<file path="src/hdl/tssu_pkg.sv">
// ----------------------------------------------------------------------------
// tssu_pkg
// shared types and constants for the thumb stack scan unwinder
// ----------------------------------------------------------------------------
`default_nettype none

package tssu_pkg;

    // register indexes (byte address = 4 * index)
    localparam logic [2:0] REG_CODE_LOW     = 3'd0;
    localparam logic [2:0] REG_CODE_HIGH    = 3'd1;
    localparam logic [2:0] REG_RAM_LOW      = 3'd2;
    localparam logic [2:0] REG_RAM_HIGH     = 3'd3;
    localparam logic [2:0] REG_FILL_PATTERN = 3'd4;
    localparam logic [2:0] REG_MAX_FRAMES   = 3'd5;

    localparam int unsigned ADDR_W = 5;

    localparam logic [6:0] MAX_FRAMES_RESET = 7'd16;
    localparam logic [6:0] FRAME_CAP        = 7'd64;

    // call encodings in the halfwords just below a return address
    localparam logic [15:0] BLX_REG_MASK  = 16'hFF87;
    localparam logic [15:0] BLX_REG_MATCH = 16'h4780;
    localparam logic [15:0] BL_HI_MASK    = 16'hF800;
    localparam logic [15:0] BL_HI_MATCH   = 16'hF000;
    localparam logic [15:0] BL_LO_MASK    = 16'hD000;
    localparam logic [15:0] BL_LO_MATCH   = 16'hD000;

    // one classified stack word, passed from front to back
    typedef struct packed {
        logic        start_walk;
        logic        in_ram;
        logic        fill_hit;
        logic        call_site;
        logic [31:0] clean_address;
        logic [31:0] stack_word;
        logic [31:0] address_plus4;
        logic [31:0] address_minus4;
    } word_class_t;

    typedef struct packed {
        logic [31:0] code_low;
        logic [31:0] code_high;
        logic [31:0] ram_low;
        logic [31:0] ram_high;
        logic [31:0] fill_pattern;
    } range_cfg_t;

endpackage

`default_nettype wire

</file>
<file path="src/hdl/tssu_front.sv">
// ----------------------------------------------------------------------------
// tssu_front
// classifies each incoming stack word against the configured ranges
// ----------------------------------------------------------------------------
`default_nettype none

module tssu_front (
    input  wire logic                  start_walk,
    input  wire logic [31:0]           word_address,
    input  wire logic [31:0]           stack_word,
    input  wire logic [15:0]           halfword_before_minus4,
    input  wire logic [15:0]           halfword_before_minus2,
    input  wire tssu_pkg::range_cfg_t  cfg,
    output tssu_pkg::word_class_t      word_class
);

    logic [32:0] code_floor;
    logic [31:0] clean;
    logic        in_code;
    logic        blx_reg;
    logic        bl_imm;

    always_comb
    begin
        clean      = {stack_word[31:1], 1'b0};
        // floor computed one bit wider so it never wraps
        code_floor = {1'b0, cfg.code_low} + 33'd4;
        in_code    = ({1'b0, clean} >= code_floor) && (clean < cfg.code_high);
        blx_reg    = (halfword_before_minus2 & tssu_pkg::BLX_REG_MASK)
                     == tssu_pkg::BLX_REG_MATCH;
        bl_imm     = ((halfword_before_minus4 & tssu_pkg::BL_HI_MASK)
                      == tssu_pkg::BL_HI_MATCH)
                     && ((halfword_before_minus2 & tssu_pkg::BL_LO_MASK)
                      == tssu_pkg::BL_LO_MATCH);

        word_class.start_walk     = start_walk;
        word_class.in_ram         = (word_address >= cfg.ram_low)
                                    && (word_address < cfg.ram_high);
        word_class.fill_hit       = (cfg.fill_pattern != 32'd0)
                                    && (stack_word == cfg.fill_pattern);
        word_class.call_site      = stack_word[0] && in_code && (blx_reg || bl_imm);
        word_class.clean_address  = clean;
        word_class.stack_word     = stack_word;
        word_class.address_plus4  = word_address + 32'd4;
        word_class.address_minus4 = word_address - 32'd4;
    end

endmodule

`default_nettype wire

</file>
<file path="src/hdl/tssu_queue.sv">
// ----------------------------------------------------------------------------
// tssu_queue
// two-entry queue of classified words between front and back
// ----------------------------------------------------------------------------
`default_nettype none

module tssu_queue (
    input  wire logic                   clk,
    input  wire logic                   rst_n,
    input  wire logic                   push,
    input  wire tssu_pkg::word_class_t  push_data,
    output logic                        full,
    input  wire logic                   pop,
    output tssu_pkg::word_class_t       pop_data,
    output logic                        not_empty
);

    tssu_pkg::word_class_t entry_reg [2];
    logic       wr_ptr_reg;
    logic       wr_ptr_next;
    logic       rd_ptr_reg;
    logic       rd_ptr_next;
    logic [1:0] count_reg;
    logic [1:0] count_next;
    logic       do_push;
    logic       do_pop;

    always_comb
    begin
        full      = (count_reg == 2'd2);
        not_empty = (count_reg != 2'd0);
        do_push   = push && !full;
        do_pop    = pop && not_empty;
        pop_data  = entry_reg[rd_ptr_reg];

        wr_ptr_next = do_push ? ~wr_ptr_reg : wr_ptr_reg;
        rd_ptr_next = do_pop ? ~rd_ptr_reg : rd_ptr_reg;
        count_next  = count_reg;
        if (do_push && !do_pop)
        begin
            count_next = count_reg + 2'd1;
        end
        else if (do_pop && !do_push)
        begin
            count_next = count_reg - 2'd1;
        end
    end

    always_ff @(posedge clk)
    begin
        if (do_push)
        begin
            entry_reg[wr_ptr_reg] <= push_data;
        end
    end

    always_ff @(posedge clk or negedge rst_n)
    begin
        if (!rst_n)
        begin
            wr_ptr_reg <= 1'b0;
            rd_ptr_reg <= 1'b0;
            count_reg  <= 2'd0;
        end
        else
        begin
            wr_ptr_reg <= wr_ptr_next;
            rd_ptr_reg <= rd_ptr_next;
            count_reg  <= count_next;
        end
    end

    a_count_bound : assert property (@(posedge clk) disable iff (!rst_n)
        count_reg != 2'd3)
        else $error("queue count out of range");

endmodule

`default_nettype wire

</file>
<file path="src/hdl/tssu_back.sv">
// ----------------------------------------------------------------------------
// tssu_back
// walk state, frame acceptance and the result register
// ----------------------------------------------------------------------------
`default_nettype none

module tssu_back #(
    parameter int unsigned SCAN_WORDS = 256,
    parameter int unsigned LINK_SLACK = 128
) (
    input  wire logic                   clk,
    input  wire logic                   rst_n,
    input  wire logic [6:0]             max_frames,
    input  wire logic                   word_valid,
    input  wire tssu_pkg::word_class_t  word_class,
    output logic                        word_take,
    output logic                        out_valid,
    input  wire logic                   out_ready,
    output logic                        frame_found,
    output logic [31:0]                 return_address,
    output logic [5:0]                  frame_number,
    output logic                        walk_ended,
    output logic [6:0]                  frame_count
);

    localparam int unsigned WORDS_W = $clog2(SCAN_WORDS + 1);
    localparam logic [WORDS_W-1:0] WORDS_MAX = WORDS_W'(SCAN_WORDS);
    localparam logic [31:0] SLACK = 32'(LINK_SLACK);

    logic [31:0]        prev_word_reg;
    logic [31:0]        prev_word_next;
    logic [31:0]        last_link_reg;
    logic [31:0]        last_link_next;
    logic [6:0]         frames_reg;
    logic [6:0]         frames_next;
    logic [WORDS_W-1:0] words_reg;
    logic [WORDS_W-1:0] words_next;
    logic               active_reg;
    logic               active_next;

    logic               out_valid_reg;
    logic               found_reg;
    logic               found_next;
    logic [31:0]        ret_reg;
    logic [31:0]        ret_next;
    logic [5:0]         num_reg;
    logic [5:0]         num_next;

    logic [6:0]         limit;
    logic [31:0]        distance;
    logic               hit;

    always_comb
    begin
        limit     = (max_frames > tssu_pkg::FRAME_CAP) ? tssu_pkg::FRAME_CAP : max_frames;
        word_take = word_valid && (!out_valid_reg || out_ready);

        // start of walk clears state before the word is handled
        prev_word_next = word_class.start_walk ? 32'd0 : prev_word_reg;
        last_link_next = word_class.start_walk ? 32'd0 : last_link_reg;
        frames_next    = word_class.start_walk ? 7'd0 : frames_reg;
        words_next     = word_class.start_walk ? '0 : words_reg;
        active_next    = word_class.start_walk || active_reg;

        distance   = prev_word_next - word_class.address_plus4;
        hit        = 1'b0;
        found_next = 1'b0;
        ret_next   = 32'd0;
        num_next   = 6'd0;

        if (active_next)
        begin
            if ((frames_next >= limit) || (words_next >= WORDS_MAX)
                || !word_class.in_ram || word_class.fill_hit)
            begin
                active_next = 1'b0;
            end
            else
            begin
                words_next = words_next + WORDS_W'(1);
                hit = word_class.call_site && (distance <= SLACK)
                      && ((frames_next == 7'd0)
                          || ((prev_word_next > last_link_next)
                              && (word_class.address_minus4 > last_link_next)));
                if (hit)
                begin
                    found_next     = 1'b1;
                    ret_next       = word_class.clean_address;
                    num_next       = frames_next[5:0];
                    frames_next    = frames_next + 7'd1;
                    last_link_next = prev_word_next;
                end
                prev_word_next = word_class.stack_word;
                if ((frames_next >= limit) || (words_next >= WORDS_MAX))
                begin
                    active_next = 1'b0;
                end
            end
        end
    end

    always_ff @(posedge clk or negedge rst_n)
    begin
        if (!rst_n)
        begin
            prev_word_reg <= 32'd0;
            last_link_reg <= 32'd0;
            frames_reg    <= 7'd0;
            words_reg     <= '0;
            active_reg    <= 1'b0;
            out_valid_reg <= 1'b0;
        end
        else
        begin
            if (word_take)
            begin
                prev_word_reg <= prev_word_next;
                last_link_reg <= last_link_next;
                frames_reg    <= frames_next;
                words_reg     <= words_next;
                active_reg    <= active_next;
                out_valid_reg <= 1'b1;
            end
            else if (out_ready)
            begin
                out_valid_reg <= 1'b0;
            end
        end
    end

    always_ff @(posedge clk)
    begin
        if (word_take)
        begin
            found_reg <= found_next;
            ret_reg   <= ret_next;
            num_reg   <= num_next;
        end
    end

    assign out_valid      = out_valid_reg;
    assign frame_found    = found_reg;
    assign return_address = ret_reg;
    assign frame_number   = num_reg;
    assign walk_ended     = !active_reg;
    assign frame_count    = frames_reg;

    a_frames_cap : assert property (@(posedge clk) disable iff (!rst_n)
        frames_reg <= tssu_pkg::FRAME_CAP)
        else $error("frame count above cap");

    a_words_cap : assert property (@(posedge clk) disable iff (!rst_n)
        words_reg <= WORDS_MAX)
        else $error("word counter above scan limit");

    a_found_clean : assert property (@(posedge clk) disable iff (!rst_n)
        (out_valid_reg && found_reg) |-> (ret_reg[0] == 1'b0 && frames_reg != 7'd0))
        else $error("found frame with odd address or zero count");

    a_hit_counts : assert property (@(posedge clk) disable iff (!rst_n)
        (word_take && found_next) |=> (frames_reg == $past(frames_next)
                                       && frames_reg != 7'd0))
        else $error("accepted frame not counted");

endmodule

`default_nettype wire

</file>
<file path="src/hdl/thumb_stack_scan_unwinder.sv">
// ----------------------------------------------------------------------------
// thumb_stack_scan_unwinder
// scans stack words for thumb return addresses that follow a call and sit
// above a rising chain of saved frame links
// ----------------------------------------------------------------------------
//  channel   handshake                    payload
//  in        in_valid / in_ready          start_walk, word_address, stack_word,
//                                         halfword_before_minus4/2
//  out       out_valid / out_ready        frame_found, return_address,
//                                         frame_number, walk_ended, frame_count
//  cfg       psel/penable/pwrite/pready   paddr, pwdata, prdata (apb-style)
//
//  one word per cycle sustained while out_ready keeps up; a taken word passes
//  through a queue entry, then the result register
//  the rate is set by the back end's walk-state update, one word per cycle
//  reset clears the queue, walk state and config registers; max_frames resets to 16
//  the two-entry queue lets the front keep taking words while a result waits
//  on out_ready; in_ready drops only when the queue is full
// ----------------------------------------------------------------------------
`default_nettype none

module thumb_stack_scan_unwinder #(
    parameter int unsigned SCAN_WORDS = 256,
    parameter int unsigned LINK_SLACK = 128
) (
    input  wire logic                         clk,
    input  wire logic                         rst_n,

    // stack word input
    input  wire logic                         in_valid,
    output logic                              in_ready,
    input  wire logic                         start_walk,
    input  wire logic [31:0]                  word_address,
    input  wire logic [31:0]                  stack_word,
    input  wire logic [15:0]                  halfword_before_minus4,
    input  wire logic [15:0]                  halfword_before_minus2,

    // result output
    output logic                              out_valid,
    input  wire logic                         out_ready,
    output logic                              frame_found,
    output logic [31:0]                       return_address,
    output logic [5:0]                        frame_number,
    output logic                              walk_ended,
    output logic [6:0]                        frame_count,

    // configuration
    input  wire logic                         psel,
    input  wire logic                         penable,
    input  wire logic                         pwrite,
    input  wire logic [tssu_pkg::ADDR_W-1:0]  paddr,
    input  wire logic [31:0]                  pwdata,
    output logic [31:0]                       prdata,
    output logic                              pready
);

    // configuration registers
    logic [31:0] code_low_reg;
    logic [31:0] code_high_reg;
    logic [31:0] ram_low_reg;
    logic [31:0] ram_high_reg;
    logic [31:0] fill_pattern_reg;
    logic [6:0]  max_frames_reg;

    logic [2:0]  reg_index;
    logic        cfg_write;

    tssu_pkg::range_cfg_t  range_cfg;
    tssu_pkg::word_class_t front_class;
    tssu_pkg::word_class_t back_class;
    logic                  queue_full;
    logic                  queue_not_empty;
    logic                  back_take;

    assign pready    = 1'b1;
    assign reg_index = paddr[tssu_pkg::ADDR_W-1:2];
    assign cfg_write = psel && penable && pwrite && pready;

    always_ff @(posedge clk or negedge rst_n)
    begin
        if (!rst_n)
        begin
            code_low_reg     <= 32'd0;
            code_high_reg    <= 32'd0;
            ram_low_reg      <= 32'd0;
            ram_high_reg     <= 32'd0;
            fill_pattern_reg <= 32'd0;
            max_frames_reg   <= tssu_pkg::MAX_FRAMES_RESET;
        end
        else if (cfg_write)
        begin
            case (reg_index)
                tssu_pkg::REG_CODE_LOW:     code_low_reg     <= pwdata;
                tssu_pkg::REG_CODE_HIGH:    code_high_reg    <= pwdata;
                tssu_pkg::REG_RAM_LOW:      ram_low_reg      <= pwdata;
                tssu_pkg::REG_RAM_HIGH:     ram_high_reg     <= pwdata;
                tssu_pkg::REG_FILL_PATTERN: fill_pattern_reg <= pwdata;
                tssu_pkg::REG_MAX_FRAMES:   max_frames_reg   <= pwdata[6:0];
                default:                    ;
            endcase
        end
    end

    // register read mux
    always_comb
    begin
        case (reg_index)
            tssu_pkg::REG_CODE_LOW:     prdata = code_low_reg;
            tssu_pkg::REG_CODE_HIGH:    prdata = code_high_reg;
            tssu_pkg::REG_RAM_LOW:      prdata = ram_low_reg;
            tssu_pkg::REG_RAM_HIGH:     prdata = ram_high_reg;
            tssu_pkg::REG_FILL_PATTERN: prdata = fill_pattern_reg;
            tssu_pkg::REG_MAX_FRAMES:   prdata = {25'd0, max_frames_reg};
            default:                    prdata = 32'd0;
        endcase
    end

    always_comb
    begin
        range_cfg.code_low     = code_low_reg;
        range_cfg.code_high    = code_high_reg;
        range_cfg.ram_low      = ram_low_reg;
        range_cfg.ram_high     = ram_high_reg;
        range_cfg.fill_pattern = fill_pattern_reg;
    end

    // front: range, fill and call-site checks that need no walk state
    tssu_front u_front (
        .start_walk             (start_walk),
        .word_address           (word_address),
        .stack_word             (stack_word),
        .halfword_before_minus4 (halfword_before_minus4),
        .halfword_before_minus2 (halfword_before_minus2),
        .cfg                    (range_cfg),
        .word_class             (front_class)
    );

    assign in_ready = !queue_full;

    tssu_queue u_queue (
        .clk       (clk),
        .rst_n     (rst_n),
        .push      (in_valid),
        .push_data (front_class),
        .full      (queue_full),
        .pop       (back_take),
        .pop_data  (back_class),
        .not_empty (queue_not_empty)
    );

    // back: link distance, chain order, limits and the result word
    tssu_back #(
        .SCAN_WORDS (SCAN_WORDS),
        .LINK_SLACK (LINK_SLACK)
    ) u_back (
        .clk            (clk),
        .rst_n          (rst_n),
        .max_frames     (max_frames_reg),
        .word_valid     (queue_not_empty),
        .word_class     (back_class),
        .word_take      (back_take),
        .out_valid      (out_valid),
        .out_ready      (out_ready),
        .frame_found    (frame_found),
        .return_address (return_address),
        .frame_number   (frame_number),
        .walk_ended     (walk_ended),
        .frame_count    (frame_count)
    );

endmodule

`default_nettype wire
</file>
<file path="config.mk">
export PLATFORM = sky130hd
export DESIGN_NAME = thumb_stack_scan_unwinder
export DESIGN_NICKNAME = d
export VERILOG_FILES = /design/src/hdl/tssu_pkg.sv /design/src/hdl/tssu_front.sv /design/src/hdl/tssu_queue.sv /design/src/hdl/tssu_back.sv /design/src/hdl/thumb_stack_scan_unwinder.sv
export SDC_FILE = /design/constraint.sdc
export NUM_CORES = 1
export LEC_CHECK = 0
export BUFFER_PORTS_ARGS = -buffer_cell sky130_fd_sc_hd__buf_2
export CELL_PAD_IN_SITES_DETAIL_PLACEMENT = 0
export CELL_PAD_IN_SITES_GLOBAL_PLACEMENT = 2
export CORE_ASPECT_RATIO = 0.9
export CORE_MARGIN = 8
export CORE_UTILIZATION = 43
export DETAILED_ROUTE_END_ITERATION = 10
export HOLD_SLACK_MARGIN = 0.05
export PLACE_DENSITY_LB_ADDON = 0.05
export SYNTH_ARGS = -nofsm -noshare
export SYNTH_HDL_FRONTEND = slang
export SYNTH_SLANG_ARGS = --single-unit
</file>
<file path="constraint.sdc">
create_clock -name clk -period 17.5 [get_ports clk]
set_clock_uncertainty 0.05 [all_clocks]
set_input_delay 1.75 -clock clk [delete_from_list [all_inputs] [get_ports clk]]
set_output_delay 1.75 -clock clk [all_outputs]
set_load 0.05 [all_outputs]
</file>
==> qor.txt, run 1 <==
Area growth, synth to finish -> 12.16%
Worst EP required -> 17.97 ns
Pin count of the biggest net entering global routing -> 89
Post-synth top flop -> dfrtp_1
Total die area -> 77570 um^2
GPL Wtd Cong -> 0.8848
Yosys warns -> 0
Initial DRC Count -> 1602
Largest stage delay, worst path -> 0.77 ns
Mapped Cells -> 2851
Post-synth top area cell -> edfxtp_1
Register Area -> 13300 um^2
Unrepaired setup endpoints after global routing -> no
Initial antenna violation count -> 1
Synth area leaders -> edfxtp_1 (24%), dfrtp_1 (21%), ha_1 (9.6%)
H-tree Lvls -> 2
Family with the most delay on the worst path -> compound AO/OA/AOI/OAI gates
Max Cap Violations -> 0
Core area -> 68320 um^2
WL per Instance -> 24.45 um
Slew @ Worst Pin -> 1.006 ns
Gr ovfl total -> 0
Max transition margin -> 32.94%
Layout cells sized above 1 -> 17.17%
Fin worst setup slack -> 9.263 ns
Synth Cell Area -> 29630 um^2
Power per Cell Area -> 151.6 nW/um^2
EDFF count, synth -> 232
Crit path time final -> 8.237 ns
Vias in the first global route -> 23040
Worst setup SP type -> flop
Fillcell total -> 6357
CP max stage cell -> buf_4
CTS buffer count -> 56
Crit path kind -> flop to flop
Antenna Violating Nets Remaining -> 0
Synth async-reset ratio -> 52.16%
Avg Vias per Cell -> 5.780
Rows -> 91
Global-route wire length before repair -> 145.6 mm
# hold bufs at CTS -> 0
DR pass1 iterations -> 7
Crit Path Max Fanout -> 56
Fin crit share -> 47.07%
Min-Delay Path Class -> flop to flop
Syn nets -> 3220
WP buf/inv -> 3
Num Clock Sinks -> 485
CTS root buffer -> clkbuf_16
Post-synthesis sequential area ratio -> 44.89%
Mean post-synth cell area -> 10.39 um^2
Worst skew pair latency -> 0.62 ns
# setup viols final -> 0
Port Buffers -> 203
Dpl ws -> 9.316 ns
Total detailed-routing wirelength -> 96.10 mm
Synth Register Bits -> 485
Fmax -> 0.1214 GHz
Detail Placement HPWL -> 71.57 mm
Worst path arrival time -> 8.71 ns
TritonCTS clock tree -> done
Setup TNS -> 0 ns
Final hold violations -> 0
Initial Util -> 43.37%
Max reg flops -> 194
Worst vdd ir -> 0.07314 mV
Clock buffer depth -> 3
CTS resizes -> 0
Overall Power -> 5.036 mW
Endpoint class of the critical path -> flop
Die X -> 292.7 um
Final Max Slew Viols -> 0
Synth cell types -> 89
# nets final -> 3368
DRC errors left -> 0
Clock-pin transition on the worst setup and hold timing paths -> 0.06 ns
Post-CTS Setup Inserts -> 0
Multi-input logic area -> 15220 um^2
Number of I/O pins -> 223
Synth top area share -> 23.51%
GRT Resource Usage Total -> 24.34%
Run status -> complete, no violations
Die Ht -> 265.0 um
Via count -> 22720
Leakage Power -> 14.04 nW
-- cells in the mapped netlist (94+ instances only) --
cell type and number:
mux2i_1 102, a21oi_1 128, o21ai_0 158, inv_1 150, ha_1 228, xor2_1 94
clkbuf_1 98, mux2_2 162, dfrtp_1 252, nand2_1 289, edfxtp_1 232, nor2_1 124
-- cell usage in the layout (no fill, tap or decap), drive strengths merged, types with 7 or more instances in the layout --
master	count
a31oi	7
or3	12
nor2	126
xnor2	51
edfxtp	232
inv	152
a21oi	129
nor2b	40
o2111ai	9
and3	17
mux2	165
mux2i	104
nand2b	30
o22ai	23
nand3	89
o21bai	8
clkbuf	88
buf	232
a311oi	7
o211ai	16
o21a	13
nor4	31
ha	228
clkinv	8
nor3b	9
a21o	57
mux4	12
nand4	65
and4	8
xor2	94
nand2	289
and2	37
nor3	80
dfrtp	252
a22oi	9
a211oi	21
o31ai	35
o21ai	162
-- per-stage QoR --
stage                     util (%)  std cells  instance area [um^2]  hold WS [ns]
final                        48.64       3931                 33230        0.4364
after global routing         48.64       3929                 33230        0.4481
after CTS                    48.64       3929                 33230        0.4371
after detailed placement     46.02       3824                 31440        0.4225
after global placement       46.02       3824                 31440        0.4169
after floorplan                  -       2851                 29630        0.3936
-- cells by family (layout without fill, tap and decap cells) --
| logic type | Yosys count | in the layout | share of synthesized area, % |
|---|---|---|---|
| XOR/XNOR | 145 | 145 | 4.286 |
| AND/OR/NAND/NOR | 861 | 861 | 14.32 |
| adder cells (fa/ha/maj) | 229 | 229 | 9.662 |
| flip-flops | 485 | 485 | 44.89 |
| buffers and inverters | 293 | 488 | 3.944 |
| AO/OA/AOI/OAI | 555 | 555 | 12.12 |
| other | 2 | 4 | 0.02535 |
| multiplexers | 281 | 281 | 10.75 |
-- where the power goes --
group	switching (mW)	internal, mW	total [mW]
Combinational	1.38	0.746	2.13
Sequential	0.237	1.51	1.75
Clock	0.485	0.671	1.16
Total	2.11	2.93	5.04
-- layout make-up --
type / instances / share of cell area (%)
sequential: 485 / 40.03
multi-input combinational: 2073 / 45.81
antenna: 2 / 0.01506
clock buffer: 88 / 4.819
clock inverter: 17 / 0.5572
tap: 883 / 3.325
inverter: 151 / 1.706
timing repair buffer: 232 / 3.742
-- worst paths after layout --
kind | start | end | slack (ns) | cells past startpoint
worst max-delay path | u_queue.rd_ptr_reg | u_back.active_reg | 9.26 | 27
worst min-delay path | u_back.last_link_reg[24] | u_back.last_link_reg[24] | 0.44 | 2
worst max register to register | u_queue.rd_ptr_reg | u_back.active_reg | 9.26 | 27
worst min register to register | u_back.last_link_reg[24] | u_back.last_link_reg[24] | 0.44 | 2
max in group asynchronous | rst_n | u_back.last_link_reg[15] | 14.30 | 3
min in group asynchronous | rst_n | ram_high_reg[5] | 1.07 | 1
-- metal layers --
layer	vias to the layer above	wire length, um	GRT usage, %
li1	10740	-	-
met1	11310	46340	35.03
met2	543	43320	38.89
met3	125	3903	2.692
met4	0	2536	6.627
met5	-	0	0
-- worst min-delay path, cell delays in order, from the launching register on --
cell     delay (ns)
dfrtp_1        0.34
a21oi_1        0.06
nand2_1        0.05
Power figures use the tool's default switching activity.
==> run 2: changes to the inputs <==
- ABC_AREA: default -> 1
- CORE_UTILIZATION: 43 -> 34
- clock period: 17.5 -> 6.8 ns (I/O delays scaled with it)
==> qor.txt, run 2 <==
Max Cap Violations -> 0
Synth async-reset ratio -> 52.16%
DRC errors left -> 0
Syn nets -> 3839
Vias in the first global route -> 24950
Final Core Density -> 39.15%
Post-synth top area cell -> edfxtp_1
Clock network power share -> 23.7%
Total die area -> 95600 um^2
Worst EP required -> 7.29 ns
DR pass1 iterations -> 5
Adder-cell share of the synthesized area -> 9.762%
TritonCTS clock tree -> done
Largest stage delay, worst path -> 0.51 ns
Initial antenna violation count -> 2
Synth Cell Area -> 29220 um^2
Synth area leaders -> edfxtp_1 (24%), dfrtp_1 (22%), nand2_1 (12%)
Global-route wire length before repair -> 159.7 mm
Psw -> 6.039 mW
Commonest non-fill, non-tap cell in the layout -> nand2_1
Crit Path Max Fanout -> 25
Overall Power -> 13.46 mW
Pint -> 7.426 mW
Port Buffers -> 203
Switching Fraction -> 44.85%
Fin crit share -> 85.18%
Family with the most delay on the worst path -> simple AND/OR/NAND/NOR gates
Core area -> 85630 um^2
Avg Vias per Cell -> 5.097
Worst path arrival time -> 6.29 ns
Share of power burned in registers -> 31.3%
Commonest non-fill, non-tap cells in the layout -> nand2_1 (911), inv_1 (390), dfrtp_1 (251), o21ai_0 (244), edfxtp_1 (232)
Power per Cell Area -> 401.6 nW/um^2
Mapped Cells -> 3470
Run status -> complete, no violations
Die X -> 325.0 um
Rows -> 102
Fmax -> 0.1726 GHz
Worst skew pair latency -> 0.65 ns
Clock buffer depth -> 3
Endpoint class of the critical path -> flop
Crit path kind -> flop to flop
CP max stage cell -> dfrtp_4
Pin count of the biggest net entering global routing -> 115
Post-synth top flop -> dfrtp_1
XOR/XNOR Fraction of Synth Area -> 3.267%
Mux contribution to synthesized area -> 0.8221%
Die Ht -> 294.1 um
Comb pwr share -> 45.1%
H-tree Lvls -> 2
Setup TNS -> 0 ns
# nets final -> 4031
Max reg flops -> 194
Via count -> 24760
Number of I/O pins -> 223
Num Clock Sinks -> 485
Post-synth top cells -> nand2_1 (917), inv_1 (390), dfrtp_1 (252), o21ai_0 (244), edfxtp_1 (232)
Clock-pin transition on the worst setup and hold timing paths -> 0.06 ns
Compound-Gate Fraction of Synth Area -> 12.08%
Synth top area share -> 23.84%
GPL Wtd Cong -> 0.9121
CTS resizes -> 0
Synth Register Bits -> 485
Final hold violations -> 0
Max transition margin -> 31.91%
Unrepaired setup endpoints after global routing -> no
Worst vdd ir -> 0.2593 mV
Post-Synth Simple-Gate Area -> 21.77%
WL per Instance -> 21.97 um
Final Max Slew Viols -> 0
CTS root buffer -> clkbuf_16
Largest family of logic cells by synthesized area -> simple AND/OR/NAND/NOR gates
Antenna Violating Nets Remaining -> 0
CTS buffer count -> 57
Yosys warns -> 0
Post-synthesis sequential area ratio -> 45.51%
Cell mode on critical path -> nand2_1
Slew @ Worst Pin -> 1.017 ns
Min-Delay Path Class -> primary input to flop
EDFF count, synth -> 232
Worst setup SP type -> flop
Synth cell types -> 62
Initial DRC Count -> 1681
Layout cells sized above 1 -> 11.40%
Total detailed-routing wirelength -> 106.7 mm
Most common cell in the netlist -> nand2_1
# setup viols final -> 0
Mean post-synth cell area -> 8.421 um^2
WP buf/inv -> 5
Fillcell total -> 8791
Crit path time final -> 5.792 ns
Register Area -> 13300 um^2
Leakage Power -> 15.37 nW
Area growth, synth to finish -> 14.73%
Initial Util -> 34.12%
GRT Resource Usage Total -> 21.83%
Gr ovfl total -> 0
Multi-input logic area -> 13990 um^2
Detail Placement HPWL -> 81.93 mm
-- run 2: what timing repair did --
item,4_1_cts,5_1_grt
hold endpoints to repair,24,0
endpoints found under the setup margin,0,0
setup buffers,0,0
hold buffers,1,0
-- run 2: cell type report --
class / count / share of cell area [%]
multi-input cells: 2467 / 41.72
flip-flops and latches: 485 / 39.68
clock buffers: 73 / 4.616
inverters: 411 / 4.601
well taps: 1144 / 4.269
repair buffers: 240 / 3.971
clock inverters: 35 / 1.127
diodes: 2 / 0.01493
-- run 2: metrics by stage --
step           hold slack [ns]  area, um^2  setup slack [ns]  std cells
2_1_floorplan           0.3344       29220             1.177       3470
3_3_place_gp            0.4108       31590            0.8756       4746
3_5_place_dp            0.4151       31590            0.9605       4746
4_1_cts                 0.1462       33520            0.9322       4855
5_1_grt                 0.1806       33520            0.5213       4856
6_report                0.1866       33530             1.008       4857
-- run 2: worst reg2reg max path, delay by kind of cell (launching register included) --
family,cells,cell delay (ns)
AO/OA/AOI/OAI,7,0.92
adder cells (fa/ha/maj),2,0.55
buffers and inverters,5,1.00
flip-flops,1,0.51
AND/OR/NAND/NOR,15,2.67
-- run 2: logic make-up after synthesis --
kind of cell	after synthesis
multiplexers	24
AND/OR/NAND/NOR	1495
AO/OA/AOI/OAI	609
XOR/XNOR	109
adder cells (fa/ha/maj)	228
flip-flops	485
other	2
buffers and inverters	518
-- run 2: layer usage --
layer  up-vias  wire length, um  track usage, %
li1      12100                -               -
met1     11930            50480           30.24
met2       591            48910           36.03
met3       133             4608           2.666
met4         0             2724           5.919
met5         -                0               0
-- run 2: worst paths after layout --
check / slack [ns] / start / end / depth (start not counted)
worst max register to register: 1.01 / u_queue.rd_ptr_reg / u_back.active_reg / 29
worst max-delay path: 1.01 / u_queue.rd_ptr_reg / u_back.active_reg / 29
min in group asynchronous: 0.57 / rst_n / max_frames_reg[5] / 2
worst min-delay path: 0.19 / out_ready / u_back.out_valid / 2
worst min register to register: 0.43 / u_queue.count_reg[0] / u_queue.count_reg[0] / 1
max in group asynchronous: 4.67 / rst_n / u_back.last_link_reg[26] / 3
-- run 2: power by group through the flow --
stage	clock [mW]	combinational [mW]	sequential, mW
6_report	3.18	6.07	4.21
3_5_place_dp	0	6.13	4.26
3_3_place_gp	0	6.11	4.24
5_1_grt	3.39	6.85	4.27
4_1_cts	3.27	6.16	4.21
2_1_floorplan	0	3.81	4.51
